`config.mk`:
```
export PLATFORM = sky130hd
export DESIGN_NAME = uart_block_file_receiver
export DESIGN_NICKNAME = d
export VERILOG_FILES = /design/src/rtl/ubfr_pkg.sv /design/src/rtl/uart_block_file_receiver.sv
export SDC_FILE = /design/constraint.sdc
export NUM_CORES = 1
export LEC_CHECK = 0
export BUFFER_PORTS_ARGS = -buffer_cell sky130_fd_sc_hd__buf_2
export CAP_MARGIN = 40
export CORE_MARGIN = 2
export CORE_UTILIZATION = 45
export DETAILED_ROUTE_END_ITERATION = 7
export SETUP_SLACK_MARGIN = 0.5
export SYNTH_ARGS = -nofsm -noshare
export SYNTH_HDL_FRONTEND = slang
export SYNTH_SLANG_ARGS = --single-unit
```
`constraint.sdc`:
```
create_clock -name i_clk -period 8.9 [get_ports i_clk]
set_input_delay 0.445 -clock i_clk [delete_from_list [all_inputs] [get_ports i_clk]]
set_output_delay 0.445 -clock i_clk [all_outputs]
set_load 0.02 [all_outputs]
```
`src/rtl/ubfr_pkg.sv`:
```
// Package for the serial file-upload receiver.
// Holds beat structs, phase and code constants and the result builder.
// No dependencies.
`default_nettype none

package ubfr_pkg;

    // Payload bytes per frame after the count byte
    localparam logic [7:0] FRAME_PAYLOAD = 8'd255;
    localparam logic [24:0] OFFSET_MAX = 25'h1FF_FFFF;
    localparam logic [7:0] HEADER_BYTES = 8'd4;

    // Reset values of the configuration registers
    localparam logic [31:0] RST_LOAD_BASE = 32'd0;
    localparam logic [15:0] RST_TIMEOUT = 16'd10000;
    localparam logic [23:0] RST_MAX_SIZE = 24'd917504;

    // Configuration register indexes
    localparam logic [1:0] CFG_LOAD_BASE = 2'd0;
    localparam logic [1:0] CFG_TIMEOUT = 2'd1;
    localparam logic [1:0] CFG_MAX_SIZE = 2'd2;

    // Request codes
    localparam logic [1:0] REQ_BYTE = 2'd0;
    localparam logic [1:0] REQ_TICK = 2'd1;
    localparam logic [1:0] REQ_START = 2'd2;

    // Result kinds
    localparam logic [2:0] KIND_WRITE = 3'd0;
    localparam logic [2:0] KIND_TX = 3'd1;
    localparam logic [2:0] KIND_DONE = 3'd2;
    localparam logic [2:0] KIND_TIMEOUT = 3'd3;
    localparam logic [2:0] KIND_SIZE_ERR = 3'd4;

    // Acknowledge characters
    localparam logic [7:0] CHAR_O = 8'h4F;
    localparam logic [7:0] CHAR_K = 8'h4B;

    // Most results one input beat can cause
    localparam int MAX_RES = 6;

    typedef enum logic [1:0] {
        PH_IDLE   = 2'd0,
        PH_HEADER = 2'd1,
        PH_FRAME  = 2'd2
    } t_phase;

    typedef struct packed {
        logic [1:0] req_type;
        logic [7:0] rx_byte;
    } t_in_item;

    typedef struct packed {
        logic [2:0]  res_kind;
        logic [31:0] mem_addr;
        logic [7:0]  data_byte;
        logic        last;
    } t_out_item;

    // Build one result with the last flag clear
    function automatic t_out_item make_res(input logic [2:0] kind,
                                           input logic [31:0] addr,
                                           input logic [7:0] data);
        t_out_item r;
        r.res_kind = kind;
        r.mem_addr = addr;
        r.data_byte = data;
        r.last = 1'b0;
        return r;
    endfunction

endpackage

`default_nettype wire

```
`src/rtl/uart_block_file_receiver.sv`:
```
// Serial file-upload receiver: protocol state, result list and output drain.
// Depends on ubfr_pkg for beat structs, phase enum and codes.
// A beat's results are registered and offered from the cycle after it is taken.
// Throughput: one input beat per cycle while each causes at most one result and
// the output is ready; a beat causing more results holds the input until all but
// its final result have drained (the list drains one beat per cycle while ready).
// Reset (synchronous, active low) clears protocol state, empties the result
// list and loads the configuration registers with their defaults.
`default_nettype none

module uart_block_file_receiver (
    input  wire logic                i_clk,
    input  wire logic                i_rst_n,
    input  wire logic                i_cfg_we,
    input  wire logic [1:0]          i_cfg_idx,
    input  wire logic [31:0]         i_cfg_data,
    input  wire logic                i_in_valid,
    output logic                     o_in_ready,
    input  wire ubfr_pkg::t_in_item  i_in,
    output logic                     o_out_valid,
    input  wire logic                i_out_ready,
    output ubfr_pkg::t_out_item      o_out
);

    // Configuration registers
    logic [31:0] r_load_base;
    logic [15:0] r_timeout;
    logic [23:0] r_max_size;

    // Protocol state
    ubfr_pkg::t_phase r_phase, n_phase;
    logic [7:0]  r_pos, n_pos;
    logic [7:0]  r_fcount, n_fcount;
    logic [24:0] r_offset, n_offset;
    logic [15:0] r_sum, n_sum;
    logic [15:0] r_tick, n_tick;

    // Result list
    ubfr_pkg::t_out_item r_list [ubfr_pkg::MAX_RES];
    ubfr_pkg::t_out_item n_list [ubfr_pkg::MAX_RES];
    logic [2:0] n_cnt;
    logic [2:0] r_rd;
    logic [2:0] r_left;

    logic in_take, out_take, active;
    logic [15:0] tick_inc;
    logic [7:0]  fc_eff, used;
    logic        do_write;
    logic [31:0] wr_addr;

    assign out_take = o_out_valid && i_out_ready;
    assign o_out_valid = (r_left != 3'd0);
    assign o_out = r_list[r_rd];
    // Take a new beat once the list is empty or its final entry leaves now
    assign o_in_ready = (r_left == 3'd0) || ((r_left == 3'd1) && i_out_ready);
    assign in_take = i_in_valid && o_in_ready;

    assign active = (r_phase == ubfr_pkg::PH_HEADER) || (r_phase == ubfr_pkg::PH_FRAME);
    assign tick_inc = r_tick + 16'd1;
    assign fc_eff = (r_pos == 8'd0) ? i_in.rx_byte : r_fcount;
    assign used = (fc_eff > ubfr_pkg::FRAME_PAYLOAD) ? ubfr_pkg::FRAME_PAYLOAD : fc_eff;
    assign do_write = (r_pos != 8'd0) && (r_pos <= used);
    assign wr_addr = r_load_base + {7'd0, r_offset};

    // Next protocol state and the results of the offered beat
    always_comb begin
        n_phase = r_phase;
        n_pos = r_pos;
        n_fcount = r_fcount;
        n_offset = r_offset;
        n_sum = r_sum;
        n_tick = r_tick;
        n_cnt = 3'd0;
        for (int i = 0; i < ubfr_pkg::MAX_RES; i++) begin
            n_list[i] = ubfr_pkg::make_res(ubfr_pkg::KIND_DONE, 32'd0, 8'd0);
        end

        case (i_in.req_type)
            ubfr_pkg::REQ_START: begin
                n_phase = ubfr_pkg::PH_HEADER;
                n_pos = 8'd0;
                n_fcount = 8'd0;
                n_offset = 25'd0;
                n_sum = 16'd0;
                n_tick = 16'd0;
            end
            ubfr_pkg::REQ_TICK: begin
                if (active) begin
                    n_tick = tick_inc;
                    if ((tick_inc == 16'd0) || (tick_inc >= r_timeout)) begin
                        n_phase = ubfr_pkg::PH_IDLE;
                        n_pos = 8'd0;
                        n_tick = 16'd0;
                        n_list[n_cnt] = ubfr_pkg::make_res(ubfr_pkg::KIND_TIMEOUT,
                                                           32'd0, 8'd0);
                        n_cnt = n_cnt + 3'd1;
                    end
                end
            end
            ubfr_pkg::REQ_BYTE: begin
                if (r_phase == ubfr_pkg::PH_HEADER) begin
                    // Count header bytes, then acknowledge
                    n_pos = r_pos + 8'd1;
                    if (n_pos >= ubfr_pkg::HEADER_BYTES) begin
                        n_list[0] = ubfr_pkg::make_res(ubfr_pkg::KIND_TX, 32'd0,
                                                       ubfr_pkg::CHAR_O);
                        n_list[1] = ubfr_pkg::make_res(ubfr_pkg::KIND_TX, 32'd0,
                                                       ubfr_pkg::CHAR_K);
                        n_cnt = 3'd2;
                        n_phase = ubfr_pkg::PH_FRAME;
                        n_pos = 8'd0;
                        n_tick = 16'd0;
                    end
                end else if (r_phase == ubfr_pkg::PH_FRAME) begin
                    n_fcount = fc_eff;
                    // Write a payload byte that the count covers
                    if (do_write) begin
                        n_list[n_cnt] = ubfr_pkg::make_res(ubfr_pkg::KIND_WRITE,
                                                           wr_addr, i_in.rx_byte);
                        n_cnt = n_cnt + 3'd1;
                        n_sum = r_sum + {8'd0, i_in.rx_byte};
                        if (r_offset < ubfr_pkg::OFFSET_MAX) begin
                            n_offset = r_offset + 25'd1;
                        end
                    end
                    // Close the frame on its final byte
                    if (r_pos >= ubfr_pkg::FRAME_PAYLOAD) begin
                        n_list[n_cnt] = ubfr_pkg::make_res(ubfr_pkg::KIND_TX, 32'd0,
                                                           ubfr_pkg::CHAR_O);
                        n_cnt = n_cnt + 3'd1;
                        n_list[n_cnt] = ubfr_pkg::make_res(ubfr_pkg::KIND_TX, 32'd0,
                                                           ubfr_pkg::CHAR_K);
                        n_cnt = n_cnt + 3'd1;
                        n_pos = 8'd0;
                        n_tick = 16'd0;
                        if (fc_eff != ubfr_pkg::FRAME_PAYLOAD) begin
                            n_phase = ubfr_pkg::PH_IDLE;
                            if (n_offset > {1'b0, r_max_size}) begin
                                n_list[n_cnt] = ubfr_pkg::make_res(
                                    ubfr_pkg::KIND_SIZE_ERR, 32'd0, 8'd0);
                                n_cnt = n_cnt + 3'd1;
                            end else begin
                                n_list[n_cnt] = ubfr_pkg::make_res(
                                    ubfr_pkg::KIND_TX, 32'd0, n_sum[7:0]);
                                n_cnt = n_cnt + 3'd1;
                                n_list[n_cnt] = ubfr_pkg::make_res(
                                    ubfr_pkg::KIND_TX, 32'd0, n_sum[15:8]);
                                n_cnt = n_cnt + 3'd1;
                                n_list[n_cnt] = ubfr_pkg::make_res(
                                    ubfr_pkg::KIND_DONE, 32'd0, 8'd0);
                                n_cnt = n_cnt + 3'd1;
                            end
                        end
                    end else begin
                        n_pos = r_pos + 8'd1;
                    end
                end
            end
            default: begin
                n_cnt = 3'd0;
            end
        endcase

        // Flag the final entry of the beat
        for (int i = 0; i < ubfr_pkg::MAX_RES; i++) begin
            n_list[i].last = (3'(i) == (n_cnt - 3'd1));
        end
    end

    // Configuration writes
    always_ff @(posedge i_clk) begin
        if (!i_rst_n) begin
            r_load_base <= ubfr_pkg::RST_LOAD_BASE;
            r_timeout <= ubfr_pkg::RST_TIMEOUT;
            r_max_size <= ubfr_pkg::RST_MAX_SIZE;
        end else if (i_cfg_we) begin
            case (i_cfg_idx)
                ubfr_pkg::CFG_LOAD_BASE: r_load_base <= i_cfg_data;
                ubfr_pkg::CFG_TIMEOUT: r_timeout <= i_cfg_data[15:0];
                ubfr_pkg::CFG_MAX_SIZE: r_max_size <= i_cfg_data[23:0];
                default: r_load_base <= r_load_base;
            endcase
        end
    end

    // Advance protocol state on each accepted beat
    always_ff @(posedge i_clk) begin
        if (!i_rst_n) begin
            r_phase <= ubfr_pkg::PH_IDLE;
            r_pos <= 8'd0;
            r_fcount <= 8'd0;
            r_offset <= 25'd0;
            r_sum <= 16'd0;
            r_tick <= 16'd0;
        end else if (in_take) begin
            r_phase <= n_phase;
            r_pos <= n_pos;
            r_fcount <= n_fcount;
            r_offset <= n_offset;
            r_sum <= n_sum;
            r_tick <= n_tick;
        end
    end

    // Drain the result list, reload it on an accepted beat
    always_ff @(posedge i_clk) begin
        if (!i_rst_n) begin
            r_rd <= 3'd0;
            r_left <= 3'd0;
        end else if (in_take) begin
            r_rd <= 3'd0;
            r_left <= n_cnt;
        end else if (out_take) begin
            r_rd <= r_rd + 3'd1;
            r_left <= r_left - 3'd1;
        end
    end

    // Hold result payloads of the accepted beat
    always_ff @(posedge i_clk) begin
        if (in_take) begin
            for (int i = 0; i < ubfr_pkg::MAX_RES; i++) begin
                r_list[i] <= n_list[i];
            end
        end
    end

endmodule

`default_nettype wire

```
==> summary.txt <==
Outcome
  • Run status: complete, no violations

Setup path
  • Cell type with the highest occurrence count on the critical path: sky130_fd_sc_hd__ha_1
  • Critical Path, Cell by Cell: inv_1 > ha_1 > nor4b_1 > and3b_1 > mux2i_1 > ha_1 > nand4_1 > nor4_1 > o21a_1 > o21a_1 > inv_4 > nor2_1 > nand3_1 > xnor2_1 > ha_1 > and4_1 > nand3_1 > or3_1 > o221ai_1 > o221ai_1 > nand2_1 > ha_1 > a31oi_1 > and3b_1
  • Crit path max-delay family: simple AND/OR/NAND/NOR gates
  • Maximum fanout along the worst path: 25
  • Critical path startpoint: r_pos[0]
  • Type of destination of the critical path: flop
  • Longest individual stage delay on the worst path: about 0.6 ns
  • WP data required: between 9 and 10 ns
  • Critical path startpoint category: flop
  • Slowest cell on crit path: sky130_fd_sc_hd__o21a_1
  • Reg2reg path depth: 24
  • Arrival time at the worst endpoint: slightly below 8 ns
  • Reg2Reg Launch Point: r_pos[0]
  • Setup slack of the worst register-to-register path: about 1.4 ns
  • Bufs and invs on worst path: 2
  • End of the worst register-to-register path: r_list[3][0]
  • Type of the worst setup path: reg -> reg

Pwr
  • Total power consumption of the routed design: between 2 and 3 mW
  • Part of the total power dissipated in combinational logic: 0.133
  • Clock network fraction of design power: 0.417
  • Leakage power summed over all cells: 6.25 nW
  • PD cells: approximately 180 nW/µm²
  • Cell Int Power: 2.04 mW
  • Switch share: 0.263
  • Switching power summed over all nets: around 730 µW
  • Sequential power share: 0.450
  • Largest vdd supply drop: 141 µV

STA
  • Worst Max-Slew Pin Slew: ~0.82 ns
  • Clock skew after layout: roughly 0.014 ns
  • Fin crit share: 0.838
  • Final total negative setup slack: 0 ns
  • Final-report hold violation count: 0
  • Max frequency: between 0.1 and 0.15 GHz
  • Number of max-slew violations in the final report: 0
  • Time the worst path needs with I/O delays and setup: approximately 7.5 ns
  • Unrepaired setup endpoints after global routing: false
  • Worst slew margin relative to its limit: 0.451
  • Number of endpoints failing setup at the final stage: 0

Routing
  • Drt initial violations: between 800 and 900
  • Routed wire per std cell: between 15 and 20 µm
  • Count of TritonRoute iterations in the first routing pass: 5
  • Total wire length: 36.9 mm
  • Via count normalized by instance count: around 5.6
  • Final ANT Viol Nets: 0
  • Vias after detailed routing: around 12000
  • Residual DRC: 0

Logic synthesis
  • Sequential share of the synthesized area: 0.403
  • Instance count of the mapped netlist: around 1600
  • Proportion of netlist area held by the largest area contributor: 0.224
  • Warnings from Yosys: 0
  • Prevailing post-synth register cell: sky130_fd_sc_hd__dfxtp_1
  • Post-Syn Nets: roughly 1800
  • Synthesized area per cell: approximately 8.6 µm²
  • Top cells by area in the synthesized netlist: sky130_fd_sc_hd__dfxtp_1, sky130_fd_sc_hd__edfxtp_1, sky130_fd_sc_hd__ha_1, sky130_fd_sc_hd__nand2_1, sky130_fd_sc_hd__a21oi_1
  • Asr flop ratio synth: 0
  • Number of synthesized register bits: about 240
  • Distinct cell type count of the synthesized netlist: 80
  • Library cell occupying the most area in the post-synthesis netlist: sky130_fd_sc_hd__dfxtp_1
  • Mapped Area: approximately 14000 µm²
  • Number of enable-type register cells in the synthesized netlist: 83

GRT
  • Wire length of the first global-routing pass: 59.0 mm
  • Antenna violations before repair: 0
  • Global route overflow: 0
  • Largest net degree at the start of global routing: just under 60
  • Total routing usage reported by global routing: 0.223
  • Number of global-route vias before repair: ~11000

Floorplanning
  • Die X: roughly 180 µm
  • Effective utilization at floorplan: 0.457
  • Core Box Area: ~31000 µm²
  • Top-level I/O count: 95
  • Cell Rows: between 60 and 70
  • Vertical die dimension: between 150 and 200 µm
  • Area of the die: approximately 32000 µm²

Hold path
  • Worst hold path cell count: 3
  • HP Class: in -> reg
  • Hold path endpoint: r_load_base[25]
  • Hold path startpoint: i_cfg_data[25]

Clock network
  • Sink Count: around 240
  • Root buffer selected by CTS: sky130_fd_sc_hd__clkbuf_16
  • Maximum clock path buffer count: 3
  • Total number of H-tree levels: 1
  • Clock slew seen by the registers of the worst setup and hold paths: about 0.06 ns
  • Cts bufs inserted: 28
  • Postcts setup bufs: 0
  • CTS tree: done
  • Hold-fix buffer count after cts: 0
  • Clock latency on the worst-skew pair: between 0.5 and 0.6 ns
  • Resized cells post-CTS: 0

Finish
  • Filler-free cell count of the finished design: 2102
  • Net count, final: between 1500 and 2000
  • Fraction of layout cells with a size suffix above 1: 0.111
  • Antenna diodes: 0
  • Layout overhead on the synthesized area: 13.0%
  • Layout fillers: about 2900

Placement
  • Cell count after placement: ~2100
  • Port Buf Inserts: 94
  • Placer's final routability congestion estimate: slightly below 0.9
  • HPWL after DPL: between 20 and 30 mm

Flow run
  • Maximum Capacitance Violations: 0
==> cell usage in the layout, fill, tap and decap left out, types with 26 or more instances in the layout <==
cell type / instances
sky130_fd_sc_hd__xor2_1: 30
sky130_fd_sc_hd__a21oi_1: 140
sky130_fd_sc_hd__edfxtp_1: 83
sky130_fd_sc_hd__o21ai_0: 74
sky130_fd_sc_hd__buf_2: 94
sky130_fd_sc_hd__nand4_1: 28
sky130_fd_sc_hd__nor2_1: 155
sky130_fd_sc_hd__and2_1: 50
sky130_fd_sc_hd__ha_1: 92
sky130_fd_sc_hd__dfxtp_1: 156
sky130_fd_sc_hd__clkbuf_16: 30
sky130_fd_sc_hd__a21o_1: 26
sky130_fd_sc_hd__nand3_1: 40
sky130_fd_sc_hd__nand2_1: 248
sky130_fd_sc_hd__xnor2_1: 63
sky130_fd_sc_hd__inv_1: 75
==> metal layers <==
layer	global-route usage	up-vias	wire length (µm)
met1	0.318	5482	17700
met3	0.0237	66	1920
met2	0.359	323	16300
met5	0	-	0
met4	0.0634	0	954
li1	-	5837	-
==> synth_stat cells, types with 4 or more instances <==
library cell               instances
sky130_fd_sc_hd__and4_1            7
sky130_fd_sc_hd__and3_1           20
sky130_fd_sc_hd__a31oi_1          25
sky130_fd_sc_hd__nor4_1            4
sky130_fd_sc_hd__o21a_1           12
sky130_fd_sc_hd__a21o_1           26
sky130_fd_sc_hd__clkbuf_1         63
sky130_fd_sc_hd__a21oi_1         140
sky130_fd_sc_hd__nand2_1         248
sky130_fd_sc_hd__nor3b_1           7
sky130_fd_sc_hd__nand4_1          28
sky130_fd_sc_hd__dfxtp_1         156
sky130_fd_sc_hd__a211oi_1         10
sky130_fd_sc_hd__a221oi_1          4
sky130_fd_sc_hd__mux2i_1          15
sky130_fd_sc_hd__xnor2_1          63
sky130_fd_sc_hd__and3b_1           4
sky130_fd_sc_hd__or2_2             7
sky130_fd_sc_hd__inv_1            75
sky130_fd_sc_hd__nand3_1          40
sky130_fd_sc_hd__a22oi_1          10
sky130_fd_sc_hd__o211ai_1         15
sky130_fd_sc_hd__buf_1             4
sky130_fd_sc_hd__o21ai_0          74
sky130_fd_sc_hd__or3_1            14
sky130_fd_sc_hd__xor2_1           30
sky130_fd_sc_hd__nand2b_1          5
sky130_fd_sc_hd__o31ai_1           8
sky130_fd_sc_hd__nor3_1           26
sky130_fd_sc_hd__o211a_1           4
sky130_fd_sc_hd__nor2_1          155
sky130_fd_sc_hd__mux4_2            8
sky130_fd_sc_hd__edfxtp_1         83
sky130_fd_sc_hd__a22o_1            4
sky130_fd_sc_hd__buf_2            11
sky130_fd_sc_hd__and2_1           50
sky130_fd_sc_hd__ha_1             92
sky130_fd_sc_hd__nor2b_1          11
==> flip-flops by register name, summed over array words and instances, names as in the netlist, 8 cells and up, named ones only <==
name and flops:
r_fcount 8, r_tick 16, r_list 83, r_load_base 32, r_max_size 24, r_timeout 16, r_offset 25, r_sum 16
r_pos 8
==> cell type report <==
type	count	area, µm²	share of cell area
multi-input cells	1223	7710	0.490
flip-flops and latches	239	5620	0.357
clock buffers	41	826	0.0524
inverters	78	297	0.0188
well taps	396	495	0.0315
clock inverters	10	98.8	0.00628
repair buffers	115	698	0.0443
==> logic make-up after synthesis <==
| group | share of synthesized area |
|---|---|
| and+or+nand+nor | 0.220 |
| AOI/OAI and AO/OA | 0.165 |
| DFF | 0.403 |
| buffers and inverters | 0.0444 |
| adders and majority gates | 0.0854 |
| xor gates and xnor gates | 0.0584 |
| muxes | 0.0245 |
==> worst min-delay path, delay by kind of cell <==
| family | cells | cell delay [ns] |
|---|---|---|
| compound gates | 1 | 0.05 |
| buf+inv | 1 | 0.10 |
| simple gates | 1 | 0.05 |
==> worst max-delay path by stage <==
| stage | end | depth (start not counted) |
|---|---|---|
| after global placement | r_list[3][0] | 24 |
| final | r_list[3][0] | 24 |
| after global routing | r_list[3][0] | 24 |
| after detailed placement | r_list[3][0] | 24 |
| after floorplan | r_list[3][0] | 27 |
| after CTS | r_list[3][0] | 24 |
==> per-stage QoR <==
stage               utilization  hold slack, ns  setup slack (ns)  cell area (µm²)
floorplan                     -           0.436              2.99            13900
global placement          0.482           0.443              1.72            14700
detailed placement        0.486           0.449              1.53            14800
CTS                       0.516           0.135              1.50            15700
global route              0.516           0.154             0.672            15700
finish                    0.516           0.149              1.44            15700
==> power by group through the flow <==
stage / Combinational [mW] / Sequential, mW / Clock (mW)
3_3_place_gp: 0.353 / 1.27 / 0
6_report: 0.368 / 1.25 / 1.15
2_1_floorplan: 0.240 / 1.26 / 0
5_1_grt: 0.403 / 1.25 / 1.22
4_1_cts: 0.372 / 1.25 / 1.17
3_5_place_dp: 0.371 / 1.27 / 0
Power figures use the tool's default switching activity.
